==> src/rtl/guillotine_rect_packer_macros.svh <==
// assertion macros shared by the packer modules
`ifndef GUILLOTINE_RECT_PACKER_MACROS_SVH
`define GUILLOTINE_RECT_PACKER_MACROS_SVH

// condition holds in the same cycle as the trigger
`define GRP_ASSERT_IMP(name, ante, cons, msg) \
	name: assert property (@(posedge clk) disable iff (!arst_n) (ante) |-> (cons)) else $error(msg);

// condition holds in the cycle after the trigger
`define GRP_ASSERT_NXT(name, ante, cons, msg) \
	name: assert property (@(posedge clk) disable iff (!arst_n) (ante) |=> (cons)) else $error(msg);

`endif

==> src/rtl/grp_pkg.sv <==
// shared types and constants of the guillotine rectangle packer
`timescale 1ns / 1ps
package grp_pkg;

	localparam int IMG_BITS     = 13;
	localparam int POS_BITS     = 12;
	localparam int PAD_BITS     = 8;
	localparam int REG_BITS     = 13;
	localparam int CFG_IDX_BITS = 3;

	// configuration register indexes
	localparam logic [CFG_IDX_BITS-1:0] CFG_ATLAS_W = 3'd0;
	localparam logic [CFG_IDX_BITS-1:0] CFG_ATLAS_H = 3'd1;
	localparam logic [CFG_IDX_BITS-1:0] CFG_SKIP    = 3'd2;
	localparam logic [CFG_IDX_BITS-1:0] CFG_TEX_W   = 3'd3;
	localparam logic [CFG_IDX_BITS-1:0] CFG_TEX_H   = 3'd4;

	// configuration reset values
	localparam logic [REG_BITS-1:0] ATLAS_W_RST = 13'd2048;
	localparam logic [REG_BITS-1:0] ATLAS_H_RST = 13'd2048;
	localparam logic [REG_BITS-1:0] SKIP_RST    = 13'd3;
	localparam logic [REG_BITS-1:0] TEX_W_RST   = 13'd2048;
	localparam logic [REG_BITS-1:0] TEX_H_RST   = 13'd2048;

	typedef enum logic [1:0] {
		OPER_PLACE   = 2'd0,
		OPER_RESTART = 2'd1,
		OPER_CLOSE   = 2'd2,
		OPER_NOP     = 2'd3
	} oper_t;

	// datapath commands issued by the controller
	typedef enum logic [4:0] {
		CMD_IDLE      = 5'd0,
		CMD_LOAD      = 5'd1,
		CMD_RESTART   = 5'd2,
		CMD_CLOSE     = 5'd3,
		CMD_SCAN_RD   = 5'd4,
		CMD_SCAN_TAKE = 5'd5,
		CMD_SCAN_NEXT = 5'd6,
		CMD_ERASE_RD  = 5'd7,
		CMD_ERASE_WR  = 5'd8,
		CMD_SPLIT     = 5'd9,
		CMD_INS_BEGIN = 5'd10,
		CMD_INS_DROP  = 5'd11,
		CMD_INS_RD    = 5'd12,
		CMD_INS_NEXT  = 5'd13,
		CMD_SHIFT_RD  = 5'd14,
		CMD_SHIFT_WR  = 5'd15,
		CMD_INS_WR    = 5'd16
	} dp_cmd_t;

	// datapath status seen by the controller
	typedef struct packed {
		logic scan_end;
		logic fit;
		logic erase_end;
		logic list_full;
		logic pend_none;
		logic key_less;
		logic shift_done;
	} dp_status_t;

endpackage

==> src/rtl/grp_datapath.sv <==
// free list memory, item registers, splitter and union box of the packer
`timescale 1ns / 1ps
module grp_datapath #(
	parameter int FREE_SLOTS = 64,
	parameter int COORD_BITS = 13
) (
	input  logic                               clk,
	input  logic                               arst_n,
	input  grp_pkg::dp_cmd_t                   cmd,
	output grp_pkg::dp_status_t                status,
	input  logic [grp_pkg::IMG_BITS-1:0]       image_width,
	input  logic [grp_pkg::IMG_BITS-1:0]       image_height,
	input  logic [grp_pkg::PAD_BITS-1:0]       pad_x,
	input  logic [grp_pkg::PAD_BITS-1:0]       pad_y,
	input  logic                               has_texture,
	input  logic                               cfg_valid,
	output logic                               cfg_ready,
	input  logic [grp_pkg::CFG_IDX_BITS-1:0]   cfg_index,
	input  logic [grp_pkg::REG_BITS-1:0]       cfg_data,
	output logic                               placed,
	output logic [grp_pkg::POS_BITS-1:0]       pos_x,
	output logic [grp_pkg::POS_BITS-1:0]       pos_y,
	output logic [grp_pkg::IMG_BITS-1:0]       bounds_left,
	output logic [grp_pkg::IMG_BITS-1:0]       bounds_top,
	output logic [grp_pkg::IMG_BITS-1:0]       bounds_right,
	output logic [grp_pkg::IMG_BITS-1:0]       bounds_bottom,
	output logic                               list_overflow
);
	import grp_pkg::*;

	`include "guillotine_rect_packer_macros.svh"

	localparam int CB = COORD_BITS;
	localparam int AW = $clog2(FREE_SLOTS);
	localparam int CW = $clog2(FREE_SLOTS + 1);
	localparam int EB = ((CB > IMG_BITS) ? CB : IMG_BITS) + 2;

	typedef struct packed {
		logic [CB-1:0] x;
		logic [CB-1:0] y;
		logic [CB-1:0] w;
		logic [CB-1:0] h;
	} rect_t;

	function automatic logic [CB-1:0] short_side(input rect_t r);
		return (r.w < r.h) ? r.w : r.h;
	endfunction

	// configuration registers
	logic [REG_BITS-1:0] atlas_w_q, atlas_h_q, skip_q, tex_w_q, tex_h_q;

	// item registers
	logic [IMG_BITS-1:0] iw_q, ih_q;
	logic [PAD_BITS-1:0] px_q, py_q;
	logic [EB-1:0]       w_q, h_q;

	// list control and result registers
	logic [CW-1:0] idx_q, sh_q, cnt_q;
	logic [1:0]    pend_q;
	logic          ovf_q, placed_q;
	logic [CB-1:0] pos_x_q, pos_y_q;
	logic [CB-1:0] box_l_q, box_t_q, box_r_q, box_b_q;
	rect_t         rect_q, a_q, b_q, rd_q;

	rect_t mem [FREE_SLOTS];

	// combinational helpers
	logic [PAD_BITS-1:0] px_eff, py_eff;
	logic [EB-1:0]       w_in, h_in;
	logic [CB-1:0]       ox, oy, rt, bt;
	logic                box_live;
	logic [CB-1:0]       dsx, dsy;
	rect_t               a_new, b_new, cur, restart_rect;
	logic                keep_a, keep_b;
	logic [CW-1:0]       idx_inc, sh_dec;
	logic                rd_en, wr_en;
	logic [AW-1:0]       rd_addr, wr_addr;
	rect_t               wr_data;

	assign cfg_ready = 1'b1;

	// configuration write transaction
	always_ff @(posedge clk or negedge arst_n) begin
		if (!arst_n) begin
			atlas_w_q <= ATLAS_W_RST;
			atlas_h_q <= ATLAS_H_RST;
			skip_q    <= SKIP_RST;
			tex_w_q   <= TEX_W_RST;
			tex_h_q   <= TEX_H_RST;
		end else if (cfg_valid) begin
			unique case (cfg_index)
				CFG_ATLAS_W: atlas_w_q <= cfg_data;
				CFG_ATLAS_H: atlas_h_q <= cfg_data;
				CFG_SKIP:    skip_q    <= cfg_data;
				CFG_TEX_W:   tex_w_q   <= cfg_data;
				CFG_TEX_H:   tex_h_q   <= cfg_data;
				default: ;
			endcase
		end
	end

	// pad rule and padded size
	always_comb begin
		px_eff = (has_texture && (image_width == tex_w_q)) ? '0 : pad_x;
		py_eff = (has_texture && (image_height == tex_h_q)) ? '0 : pad_y;
		w_in   = EB'(image_width) + EB'({px_eff, 1'b0});
		h_in   = EB'(image_height) + EB'({py_eff, 1'b0});
	end

	// placement position and union box candidate
	always_comb begin
		ox       = CB'(EB'(rd_q.x) + EB'(px_q));
		oy       = CB'(EB'(rd_q.y) + EB'(py_q));
		rt       = CB'(EB'(ox) + EB'(iw_q));
		bt       = CB'(EB'(oy) + EB'(ih_q));
		box_live = (box_r_q > box_l_q) && (box_b_q > box_t_q);
	end

	// guillotine split of the taken rectangle
	always_comb begin
		dsx   = rect_q.w - CB'(w_q);
		dsy   = rect_q.h - CB'(h_q);
		a_new = rect_q;
		b_new = rect_q;
		if (dsx > dsy) begin
			a_new.w = CB'(w_q);
		end else begin
			b_new.h = CB'(h_q);
		end
		b_new.w = dsx;
		a_new.h = dsy;
		a_new.y = CB'(EB'(rect_q.y) + h_q);
		b_new.x = CB'(EB'(rect_q.x) + w_q);
		keep_a  = EB'(short_side(a_new)) > EB'(skip_q);
		keep_b  = EB'(short_side(b_new)) > EB'(skip_q);
	end

	always_comb begin
		cur             = pend_q[0] ? a_q : b_q;
		idx_inc         = idx_q + CW'(1);
		sh_dec          = sh_q - CW'(1);
		restart_rect.x  = '0;
		restart_rect.y  = '0;
		restart_rect.w  = CB'(EB'(atlas_w_q));
		restart_rect.h  = CB'(EB'(atlas_h_q));
	end

	// memory port selection
	always_comb begin
		rd_en   = 1'b0;
		rd_addr = idx_q[AW-1:0];
		wr_en   = 1'b0;
		wr_addr = idx_q[AW-1:0];
		wr_data = rd_q;
		case (cmd)
			CMD_SCAN_RD, CMD_INS_RD: rd_en = 1'b1;
			CMD_ERASE_RD: begin
				rd_en   = 1'b1;
				rd_addr = idx_inc[AW-1:0];
			end
			CMD_SHIFT_RD: begin
				rd_en   = 1'b1;
				rd_addr = sh_dec[AW-1:0];
			end
			CMD_RESTART: begin
				wr_en   = 1'b1;
				wr_addr = '0;
				wr_data = restart_rect;
			end
			CMD_ERASE_WR: wr_en = 1'b1;
			CMD_SHIFT_WR: begin
				wr_en   = 1'b1;
				wr_addr = sh_q[AW-1:0];
			end
			CMD_INS_WR: begin
				wr_en   = 1'b1;
				wr_data = cur;
			end
			default: ;
		endcase
	end

	// free list memory
	always_ff @(posedge clk) begin
		if (wr_en) begin
			mem[wr_addr] <= wr_data;
		end
	end

	always_ff @(posedge clk) begin
		if (rd_en) begin
			rd_q <= mem[rd_addr];
		end
	end

	// item, list and union box registers
	always_ff @(posedge clk or negedge arst_n) begin
		if (!arst_n) begin
			iw_q     <= '0;
			ih_q     <= '0;
			px_q     <= '0;
			py_q     <= '0;
			w_q      <= '0;
			h_q      <= '0;
			rect_q   <= '0;
			a_q      <= '0;
			b_q      <= '0;
			idx_q    <= '0;
			sh_q     <= '0;
			cnt_q    <= '0;
			pend_q   <= '0;
			ovf_q    <= 1'b0;
			placed_q <= 1'b0;
			pos_x_q  <= '0;
			pos_y_q  <= '0;
			box_l_q  <= '0;
			box_t_q  <= '0;
			box_r_q  <= '0;
			box_b_q  <= '0;
		end else begin
			case (cmd)
				CMD_LOAD: begin
					iw_q     <= image_width;
					ih_q     <= image_height;
					px_q     <= px_eff;
					py_q     <= py_eff;
					w_q      <= w_in;
					h_q      <= h_in;
					placed_q <= 1'b0;
					ovf_q    <= 1'b0;
					pos_x_q  <= '0;
					pos_y_q  <= '0;
					idx_q    <= '0;
				end
				CMD_RESTART: begin
					cnt_q   <= CW'(1);
					box_l_q <= '0;
					box_t_q <= '0;
					box_r_q <= '0;
					box_b_q <= '0;
				end
				CMD_CLOSE: cnt_q <= '0;
				CMD_SCAN_TAKE: begin
					rect_q   <= rd_q;
					placed_q <= 1'b1;
					pos_x_q  <= ox;
					pos_y_q  <= oy;
					if (!box_live) begin
						box_l_q <= ox;
						box_t_q <= oy;
						box_r_q <= rt;
						box_b_q <= bt;
					end else begin
						if (ox < box_l_q) box_l_q <= ox;
						if (oy < box_t_q) box_t_q <= oy;
						if (rt > box_r_q) box_r_q <= rt;
						if (bt > box_b_q) box_b_q <= bt;
					end
				end
				CMD_SCAN_NEXT, CMD_ERASE_WR, CMD_INS_NEXT: idx_q <= idx_inc;
				CMD_SPLIT: begin
					cnt_q  <= cnt_q - CW'(1);
					a_q    <= a_new;
					b_q    <= b_new;
					pend_q <= {keep_b, keep_a};
				end
				CMD_INS_BEGIN: begin
					idx_q <= '0;
					sh_q  <= cnt_q;
				end
				CMD_INS_DROP: begin
					ovf_q  <= 1'b1;
					pend_q <= pend_q[0] ? {pend_q[1], 1'b0} : 2'b00;
				end
				CMD_SHIFT_WR: sh_q <= sh_dec;
				CMD_INS_WR: begin
					cnt_q  <= cnt_q + CW'(1);
					pend_q <= pend_q[0] ? {pend_q[1], 1'b0} : 2'b00;
				end
				default: ;
			endcase
		end
	end

	// status to the controller
	always_comb begin
		status.scan_end   = idx_q >= cnt_q;
		status.fit        = (EB'(rd_q.w) >= w_q) && (EB'(rd_q.h) >= h_q);
		status.erase_end  = idx_inc >= cnt_q;
		status.list_full  = cnt_q >= CW'(FREE_SLOTS);
		status.pend_none  = pend_q == 2'b00;
		status.key_less   = short_side(rd_q) < short_side(cur);
		status.shift_done = sh_q == idx_q;
	end

	// result fields
	assign placed        = placed_q;
	assign pos_x         = POS_BITS'(EB'(pos_x_q));
	assign pos_y         = POS_BITS'(EB'(pos_y_q));
	assign bounds_left   = IMG_BITS'(EB'(box_l_q));
	assign bounds_top    = IMG_BITS'(EB'(box_t_q));
	assign bounds_right  = IMG_BITS'(EB'(box_r_q));
	assign bounds_bottom = IMG_BITS'(EB'(box_b_q));
	assign list_overflow = ovf_q;

	`GRP_ASSERT_IMP(a_cnt_range, 1'b1, cnt_q <= CW'(FREE_SLOTS), "free count beyond capacity")
	`GRP_ASSERT_IMP(a_ins_room, cmd == CMD_INS_WR, cnt_q < CW'(FREE_SLOTS), "insert into full list")
	`GRP_ASSERT_IMP(a_erase_range, cmd == CMD_ERASE_WR, idx_inc < cnt_q, "erase move past list end")

endmodule

==> src/rtl/grp_ctrl.sv <==
// sequencing state machine of the packer
`timescale 1ns / 1ps
module grp_ctrl (
	input  logic                  clk,
	input  logic                  arst_n,
	input  logic                  start,
	input  logic [1:0]            operation,
	output logic                  busy,
	output logic                  done,
	output grp_pkg::dp_cmd_t      cmd,
	input  grp_pkg::dp_status_t   status
);
	import grp_pkg::*;

	`include "guillotine_rect_packer_macros.svh"

	typedef enum logic [14:0] {
		S_IDLE      = 15'h0001,
		S_RESTART   = 15'h0002,
		S_CLOSE     = 15'h0004,
		S_SCAN_RD   = 15'h0008,
		S_SCAN_CHK  = 15'h0010,
		S_ERASE_RD  = 15'h0020,
		S_ERASE_WR  = 15'h0040,
		S_SPLIT     = 15'h0080,
		S_INS_BEGIN = 15'h0100,
		S_INS_RD    = 15'h0200,
		S_INS_CHK   = 15'h0400,
		S_SHIFT_RD  = 15'h0800,
		S_SHIFT_WR  = 15'h1000,
		S_INS_WR    = 15'h2000,
		S_FINISH    = 15'h4000
	} state_t;

	state_t state_q, state_d;

	always_ff @(posedge clk or negedge arst_n) begin
		if (!arst_n) begin
			state_q <= S_IDLE;
		end else begin
			state_q <= state_d;
		end
	end

	// next state and datapath command
	always_comb begin
		state_d = state_q;
		cmd     = CMD_IDLE;
		unique case (state_q)
			S_IDLE: begin
				if (start) begin
					cmd = CMD_LOAD;
					unique case (oper_t'(operation))
						OPER_PLACE:   state_d = S_SCAN_RD;
						OPER_RESTART: state_d = S_RESTART;
						OPER_CLOSE:   state_d = S_CLOSE;
						default:      state_d = S_FINISH;
					endcase
				end
			end
			S_RESTART: begin
				cmd     = CMD_RESTART;
				state_d = S_FINISH;
			end
			S_CLOSE: begin
				cmd     = CMD_CLOSE;
				state_d = S_FINISH;
			end
			S_SCAN_RD: begin
				if (status.scan_end) begin
					state_d = S_FINISH;
				end else begin
					cmd     = CMD_SCAN_RD;
					state_d = S_SCAN_CHK;
				end
			end
			S_SCAN_CHK: begin
				if (status.fit) begin
					cmd     = CMD_SCAN_TAKE;
					state_d = S_ERASE_RD;
				end else begin
					cmd     = CMD_SCAN_NEXT;
					state_d = S_SCAN_RD;
				end
			end
			S_ERASE_RD: begin
				if (status.erase_end) begin
					state_d = S_SPLIT;
				end else begin
					cmd     = CMD_ERASE_RD;
					state_d = S_ERASE_WR;
				end
			end
			S_ERASE_WR: begin
				cmd     = CMD_ERASE_WR;
				state_d = S_ERASE_RD;
			end
			S_SPLIT: begin
				cmd     = CMD_SPLIT;
				state_d = S_INS_BEGIN;
			end
			S_INS_BEGIN: begin
				if (status.pend_none) begin
					state_d = S_FINISH;
				end else if (status.list_full) begin
					cmd = CMD_INS_DROP;
				end else begin
					cmd     = CMD_INS_BEGIN;
					state_d = S_INS_RD;
				end
			end
			S_INS_RD: begin
				if (status.scan_end) begin
					state_d = S_SHIFT_RD;
				end else begin
					cmd     = CMD_INS_RD;
					state_d = S_INS_CHK;
				end
			end
			S_INS_CHK: begin
				if (status.key_less) begin
					cmd     = CMD_INS_NEXT;
					state_d = S_INS_RD;
				end else begin
					state_d = S_SHIFT_RD;
				end
			end
			S_SHIFT_RD: begin
				if (status.shift_done) begin
					state_d = S_INS_WR;
				end else begin
					cmd     = CMD_SHIFT_RD;
					state_d = S_SHIFT_WR;
				end
			end
			S_SHIFT_WR: begin
				cmd     = CMD_SHIFT_WR;
				state_d = S_SHIFT_RD;
			end
			S_INS_WR: begin
				cmd     = CMD_INS_WR;
				state_d = S_INS_BEGIN;
			end
			S_FINISH: state_d = S_IDLE;
			default:  state_d = S_IDLE;
		endcase
	end

	assign busy = state_q != S_IDLE;
	assign done = state_q == S_FINISH;

	`GRP_ASSERT_NXT(a_accept_busy, start && !busy, busy, "accepted transaction did not start")
	`GRP_ASSERT_NXT(a_done_pulse, done, !done, "result strobe longer than one cycle")
	`GRP_ASSERT_IMP(a_done_busy, done, busy, "result strobe while idle")

endmodule

==> src/rtl/guillotine_rect_packer.sv <==
// Guillotine rectangle packer: places padded images first-fit into a sorted free list.
// One item is taken at a time: start is accepted while busy is low, and busy stays high
// until the result transaction, which is shown for exactly one cycle with done high; the
// receiver cannot stall it. Restart and close items pass through their own state, a no-op
// item straight to the finish state. A placement walks the free list through a memory with
// registered reads: it scans for the first fit, moves later entries up to erase it, splits
// the taken rectangle and inserts each kept piece in sorted order, moving later entries
// down. Configuration writes are taken at any time (cfg_ready is always high) but must
// only be issued while busy is low.
`timescale 1ns / 1ps
module guillotine_rect_packer #(
	parameter int FREE_SLOTS = 64,
	parameter int COORD_BITS = 13
) (
	input  logic                             clk,
	input  logic                             arst_n,
	input  logic                             start,
	output logic                             busy,
	input  logic [1:0]                       operation,
	input  logic [grp_pkg::IMG_BITS-1:0]     image_width,
	input  logic [grp_pkg::IMG_BITS-1:0]     image_height,
	input  logic [grp_pkg::PAD_BITS-1:0]     pad_x,
	input  logic [grp_pkg::PAD_BITS-1:0]     pad_y,
	input  logic                             has_texture,
	input  logic                             cfg_valid,
	output logic                             cfg_ready,
	input  logic [grp_pkg::CFG_IDX_BITS-1:0] cfg_index,
	input  logic [grp_pkg::REG_BITS-1:0]     cfg_data,
	output logic                             done,
	output logic                             placed,
	output logic [grp_pkg::POS_BITS-1:0]     pos_x,
	output logic [grp_pkg::POS_BITS-1:0]     pos_y,
	output logic [grp_pkg::IMG_BITS-1:0]     bounds_left,
	output logic [grp_pkg::IMG_BITS-1:0]     bounds_top,
	output logic [grp_pkg::IMG_BITS-1:0]     bounds_right,
	output logic [grp_pkg::IMG_BITS-1:0]     bounds_bottom,
	output logic                             list_overflow
);
	import grp_pkg::*;

	dp_cmd_t    cmd;
	dp_status_t status;

	// controller
	grp_ctrl u_ctrl (
		.clk       (clk),
		.arst_n    (arst_n),
		.start     (start),
		.operation (operation),
		.busy      (busy),
		.done      (done),
		.cmd       (cmd),
		.status    (status)
	);

	// datapath
	grp_datapath #(
		.FREE_SLOTS (FREE_SLOTS),
		.COORD_BITS (COORD_BITS)
	) u_datapath (
		.clk           (clk),
		.arst_n        (arst_n),
		.cmd           (cmd),
		.status        (status),
		.image_width   (image_width),
		.image_height  (image_height),
		.pad_x         (pad_x),
		.pad_y         (pad_y),
		.has_texture   (has_texture),
		.cfg_valid     (cfg_valid),
		.cfg_ready     (cfg_ready),
		.cfg_index     (cfg_index),
		.cfg_data      (cfg_data),
		.placed        (placed),
		.pos_x         (pos_x),
		.pos_y         (pos_y),
		.bounds_left   (bounds_left),
		.bounds_top    (bounds_top),
		.bounds_right  (bounds_right),
		.bounds_bottom (bounds_bottom),
		.list_overflow (list_overflow)
	);

endmodule
==> config.mk <==
export PLATFORM = sky130hd
export DESIGN_NAME = guillotine_rect_packer
export DESIGN_NICKNAME = d
export VERILOG_FILES = /design/src/rtl/grp_pkg.sv /design/src/rtl/grp_datapath.sv /design/src/rtl/grp_ctrl.sv /design/src/rtl/guillotine_rect_packer.sv
export VERILOG_INCLUDE_DIRS = /design/src /design/src/rtl
export SDC_FILE = /design/constraint.sdc
export NUM_CORES = 2
export LEC_CHECK = 0
export ABC_AREA = 1
export BUFFER_PORTS_ARGS = -buffer_cell sky130_fd_sc_hd__buf_2
export CELL_PAD_IN_SITES_DETAIL_PLACEMENT = 1
export CELL_PAD_IN_SITES_GLOBAL_PLACEMENT = 1
export CORE_MARGIN = 2
export CORE_UTILIZATION = 40
export DETAILED_ROUTE_END_ITERATION = 8
export HOLD_SLACK_MARGIN = 0.06
export PLACE_DENSITY = 0.75
export SYNTH_ARGS = -nofsm -noshare
export SYNTH_HDL_FRONTEND = slang
export SYNTH_SLANG_ARGS = --single-unit
==> constraint.sdc <==
create_clock -name clk -period 8.6 [get_ports clk]
set_input_delay 0.43 -clock clk [delete_from_list [all_inputs] [get_ports clk]]
set_output_delay 0.43 -clock clk [all_outputs]
set_load 0.005 [all_outputs]
======== Word level (Yosys, flattened, before mapping) ========
Memories as Yosys holds them, arrays and structs flattened. A register that Yosys moved wholly into a read port is not among the register bits.
Index checks and enable logic that the tools add are counted.
storage, ports and cells
  register bits after elaboration ......... 407
  memory bits (writable) .................. 3328
  input port bits ......................... 65
  output and inout port bits .............. 81
  word-level logic and storage cells ...... 209
  memories kept ........................... 1
operators by class
  add/subtract/negate cells ............... 14
  magnitude comparators ................... 19
  equality and inequality tests ........... 48
  mux-type cells .......................... 58
  reduce and logical (&&, ||, !) cells .... 32
memories
  name            depth  width  rd ports  clocked after memory_dff  write ports  RTL line            RTL
  u_datapath.mem  64     52     1         1                         1            grp_datapath.sv:65  rect_t mem [FREE_SLOTS];
operator list
  cell                                           number
  two-way mux 13 bit                             14
  one-hot mux 15 bit (12 select lines)           1
  one-hot mux 13 bit (2 select lines)            4
  one-hot mux 52 bit (2 select lines)            1
  greater-than comparator 13 bit                 7
  < comparator 13 bit                            7
  one-hot mux 5 bit (14 select lines)            1
  two-way mux 15 bit                             4
  adder 13 bit                                   4
  two-way mux 52 bit                             1
  one-hot mux 12 bit (2 select lines)            2
  one-hot mux 15 bit (3 select lines)            1
  == test 5 x 4 -> 1 bit, second input constant  8
  adder 13 x 9 -> 14 bit                         2
  >= comparator 13 x 14 -> 1 bit                 2
  one-hot mux 7 bit (2 select lines)             2
  one-hot mux 7 bit (4 select lines)             1
  adder 13 x 8 -> 13 bit                         2
  == test 13 bit                                 2
  subtractor 13 bit                              2
  two-way mux 12 bit                             2
  two-way mux 8 bit                              3
  one-hot mux 6 bit (2 select lines)             2
  AND reduction 2 bit                            11
  49 further kinds                               85

======== Depth between registers and ports, before layout ========
  depth in word-level cells ............... 11
  depth in mapped cells ................... 50
  depth with buffers taken out ............ 46

======== Cells and area by module ========
A second synthesis with hierarchy kept.
unflattened totals
  cells, all modules ...................... 13279
  area total of the unflattened synthesis .. 158998.7 um2
by module, submodules not included
  module        instances  cells each  area an instance (um2)  seq. area each (um2)
  grp_datapath  1          13119       157954.0                111264.2
  grp_ctrl      1          160         1044.8                  376.6

======== Worst setup path after synthesis ========
No wires, ideal clock.
  kind .................................... register to register
  start point ............................. register u_datapath.pend_q[0]
  end point ............................... register u_datapath.rd_q[0] (netlist name)
  library setup time ...................... 0.605 ns
  data arrival time ....................... 8.810 ns
  required time ........................... 7.995 ns
  setup slack ............................. -0.815 ns
  stages on the path, launching flop included .. 21
  buffers on the path ..................... 3
  clock period less this slack ............ 9.415 ns
  cells stage by stage .................... dfrtp_1 > buf_2 > buf_1 > mux2i_1 > ha_1 > a21oi_1 > o21ai_0 > a21oi_1 > nand2_1 > clkbuf_1 > nand2_1 > o21ai_0 > ha_1 > a21oi_1 > nor2_1 > a211oi_1 > o221a_2 > nand3_1 > nand2_1 > inv_1 > o41ai_1
on the way
  word-level cells in the longest chain between the ends .. 9
  elaborated cells between the ends (all ways) .. 15
  classes of those cells .................. 2 x order compare; 4 x eq/ne; 7 x mux; 2 x reduce/logical
ends and longest elaborated chain
  item                                                                     RTL line             RTL
  from (decl)                                                              grp_datapath.sv:59   logic [1:0] pend_q;
  from (signal assigned)                                                   grp_datapath.sv:265  pend_q <= {keep_b, keep_a};
  from (signal assigned)                                                   grp_datapath.sv:273  pend_q <= pend_q[0] ? {pend_q[1], 1'b0} : 2'b00;
  from (signal assigned)                                                   grp_datapath.sv:278  pend_q <= pend_q[0] ? {pend_q[1], 1'b0} : 2'b00;
  two-way mux 52 bit                                                       grp_datapath.sv:139  cur = pend_q[0] ? a_q : b_q;
  < comparator 13 bit                                                      grp_datapath.sv:46   return (r.w < r.h) ? r.w : r.h;
  two-way mux 13 bit                                                       grp_datapath.sv:46
  < comparator 13 bit                                                      grp_datapath.sv:292  status.key_less = short_side(rd_q) < short_side(cur);
  two-way mux 4 bit                                                        grp_ctrl.sv:121      if (status.key_less) begin
  one-hot mux 5 bit (14 select lines) (*)                                  grp_ctrl.sv:49       unique case (state_q)
  == test 5 x 3 -> 1 bit / == test 5 x 4 -> 1 bit (equally long branches)  grp_datapath.sv:155  case (cmd)
  OR reduction 4 bit (no line) (*)                                         n/a
  two-way mux 1 bit (*)                                                    grp_datapath.sv:155
  named net u_datapath.rd_en                                               grp_datapath.sv:76   logic rd_en, wr_en;
The timed path passes the listed nets; every way through them passes the cells marked *.
A chain may end at the register's enable or synchronous reset.

======== Worst setup path after layout ========
  start point ............................. register u_datapath.pend_q[0]
  end point ............................... memory u_datapath.mem[63][40] in the netlist's numbering (enable)
on the way
  word-level cells in the longest chain between the ends .. 11
  elaborated cells between the ends (all ways) .. 17
  classes of those cells .................. 2 x order compare; 4 x eq/ne; 9 x mux; 2 x reduce/logical
ends and longest elaborated chain
  item                                                  RTL line             RTL
  two-way mux 52 bit                                    grp_datapath.sv:139
  < comparator 13 bit                                   grp_datapath.sv:46
  two-way mux 13 bit                                    grp_datapath.sv:46
  < comparator 13 bit                                   grp_datapath.sv:292
  two-way mux 4 bit                                     grp_ctrl.sv:121
  one-hot mux 5 bit (14 select lines) (*)               grp_ctrl.sv:49
  == test 5 x 4 -> 1 bit, or another cell as far along  grp_datapath.sv:155
  OR reduction 4 bit (no line)                          n/a
  two-way mux 1 bit                                     grp_datapath.sv:155
  two-way mux 1 bit                                     grp_datapath.sv:185  if (wr_en) begin
  two-way mux 1 bit (implied by the code)               grp_datapath.sv:186  mem[wr_addr] <= wr_data;
  to (decl)                                             grp_datapath.sv:65
Every way passes the cells marked *; elsewhere a longest branch is shown, timed or not.

==> metrics.yaml <==
port_buffers: 144
ant_nets: 0
yosysSeqAreaShare_pct: 69.4
switching_share_pct: 34.3
cp.required_ns: 9.19
ys_top_cells_by_area: "edfxtp_1, nor2_1, dfrtp_1"
h-tree-depth: 5
place_congestion: 0.895
grt_max_degree: 158
synth_top_area_share_pct: 63.1
num_rows: 232
top_usage_layer: "met2"
crit_top_cell: "nand2_1"
dpl_worst_slack_ns: 0.592
grt_overflow_total: 0
slowest_stage: "nor2_4"
synthAdderAreaFrac_pct: 2.59
cts_tree: "done"
grt_pass1_wl_mm: 798
clk_latency_ns: 1.01
yosys.cell_types.count: 65
synth_ff_type: "edfxtp_1"
clock-skew-final_ns: 0.0475
antenna_found_initial: 23
fin_ws_ns: 0.475
max_slew_margin_pct: 16.2
cts_made_buffers: 389
final_max_slew_viol_count: 0
mostFrequentLayoutCells: "edfxtp_1, nor2_1, o21ai_0"
io_pins: 146
fp.dieW_um: 638
ys_ff_latch: 3785
yosys.area_share.simple_pct: 12.1
synth_top_family_by_area: "simple AND/OR/NAND/NOR gates"
initial_utilization_pct: 40.2
startpoint_type: "register"
max_freq_ghz: 0.123
final_common_cell: "edfxtp_1"
p_per_area_nw_per_um2: 288
p_sw_uw: 18000
synth_mux_area_share_pct: 0.0746
maxCapViolations: 0
critPathArrivalTime_ns: 8.71
root_buffer: "clkbuf_16"
drtPass1Iterations: 6
dp_hpwl_mm: 318
total_power_uw: 52500
setup_viol: 0
drive_gt1_share_pct: 8.27
cts_sinks: 3785
wirelength_mm: 549
p_clk_share_pct: 32.1
layout.nets: 14100
coreArea_um2: 400000
use_met2_pct: 44.6
drtIter0Drc: 13000
yosysWarnings: 0
synth_compound_area_share_pct: 11.8
max_stage_delay_ns: 1.01
synth-xor-area-share_pct: 0.680
synth.avg_cell_area_um2: 11.8
tns_ns: 0
avgRoutedWirePerCell_um: 28.4
combPwrFrac_pct: 27.0
critPathKind: "reg -> reg"
synth_nets: 14000
die_h_um: 638
yosys.area.top_type: "edfxtp_1"
final.fill_count: 41700
vias: 115000
tightest_slew_ns: 1.26
via_per_inst: 5.95
drc: 0
grt_pass1_vias: 118000
power.leakage_uw: 0.0626
seqPwrFrac_pct: 40.9
syn_inst: 13600
hold_class: "in -> reg"
areaGrowthSynthToFinish_pct: 13.2
syn_area_um2: 161000
grt_usage_pct: 26.2
vdd_drop_max_mv: 0.286
crit_fanout: 33
period_minus_slack_ns: 8.13
p_int_uw: 34500
critical_path.endpoint_type: "register"
synth_edf_count: 3380
clk_pin_slew_ns: 0.06
rsz0062_at_grt: "no"
grt_use_met1_pct: 33.9
async_flop_share_pct: 10.7
final_min_period_over_clock_period_pct: 94.5
dieArea_um2: 407000
clockBufferDepth: 4
worst_hold_slack_ns: 0.199
use_met3_pct: 3.25
hold_viol_final: 0
status: "finished clean"
synthesized netlist by cell type (all sizes together) (170+ instances only):
master,number
dfrtp,398
o21ai,2059
ha,316
a21oi,170
nand3,882
inv,489
nor2,2767
clkbuf,461
edfxtp,3380
nand2,1027
o211ai,854
buf,374
flip-flops by register name (all words and copies together), names as in the netlist, 14 cells and up:
name / flops
u_datapath.mem: 3328
u_datapath.a_q: 52
u_datapath.b_q: 52
u_datapath.rd_q: 52
u_datapath.rect_q: 26
u_ctrl.state_q: 15
u_datapath.h_q: 14
u_datapath.w_q: 14
repair_timing:
item / 4_1_cts / 5_1_grt
gates resized for setup: 0 / 6
endpoints found under the setup margin: 0 / 372
buffers inserted: 0 / 7
endpoints found under the hold margin: 198 / 0
hold buffers: 67 / 0
routing by layer:
metal	share of wire, %	routed length (µm)
met1	39	216000
met2	49	268000
met3	7.3	40200
met4	4.5	24500
met5	0.010	57
cell families (layout without fill, tap and decap cells):
| kind of cell | count (synthesis) | after routing |
|---|---|---|
| other | 1 | 7 |
| AO/OA/AOI/OAI | 3261 | 3261 |
| AND/OR/NAND/NOR | 4796 | 4796 |
| buffers and inverters | 1330 | 1724 |
| multiplexers | 12 | 12 |
| XOR/XNOR | 125 | 125 |
| flip-flops | 3785 | 3785 |
| adder cells (fa/ha/maj) | 327 | 327 |
stage by stage:
| step | util, % | area (µm²) | std cells |
|---|---|---|---|
| 6_report | 45.5 | 182000 | 19300 |
| 5_1_grt | 45.5 | 182000 | 19300 |
| 4_1_cts | 45.5 | 182000 | 19300 |
| 3_5_place_dp | 42.2 | 169000 | 18500 |
| 3_3_place_gp | 42.2 | 169000 | 18500 |
| 2_1_floorplan | - | 161000 | 13600 |
path summary, 6_finish.rpt:
path / start / end / slack [ns] / cells past startpoint
min in group asynchronous: arst_n / u_datapath.tex_h_q[11]$_DFFE_PN1P_ / 0.60 / 3
setup / recovery: u_datapath.pend_q[0]$_DFFE_PN0P_ / u_datapath.mem[63][40]$_DFFE_PP_ / 0.47 / 25
max in group asynchronous: arst_n / u_datapath.b_new[32]$_DFFE_PN0P_ / 6.59 / 5
setup reg to reg: u_datapath.pend_q[0]$_DFFE_PN0P_ / u_datapath.mem[63][40]$_DFFE_PP_ / 0.47 / 25
hold / removal: image_height[0] / u_datapath.h_q[0]$_DFFE_PN0P_ / 0.20 / 3
hold reg to reg: u_datapath.list_overflow$_DFFE_PN0P_ / u_datapath.list_overflow$_DFFE_PN0P_ / 0.47 / 2
power by group through the flow:
stage	clock network, µW	logic (µW)	registers, µW
floorplan	0	8690	21700
global placement	0	13400	21800
detailed placement	0	13900	21800
CTS	17000	14000	21500
global route	17700	15600	21500
finish	16800	14200	21500
worst max-delay path, delay by kind of cell, from the launching register on:
family	cells	cell delay [ns]
buffers and inverters	3	1.48
adder cells (fa/ha/maj)	2	0.65
AND/OR/NAND/NOR	15	4.28
flip-flops	1	0.36
AO/OA/AOI/OAI	5	0.80
layout make-up:
class | instances | area, µm² | area share (%)
antenna | 6 | 15.0 | 0.00824
sequential | 3785 | 112000 | 61.3
inverter | 495 | 1900 | 1.04
tap | 5265 | 6590 | 3.62
multi-input combinational | 8522 | 45100 | 24.8
clock buffer | 472 | 10200 | 5.60
timing repair buffer | 509 | 4420 | 2.43
clock inverter | 248 | 2290 | 1.26
Power figures use the tool's default switching activity.
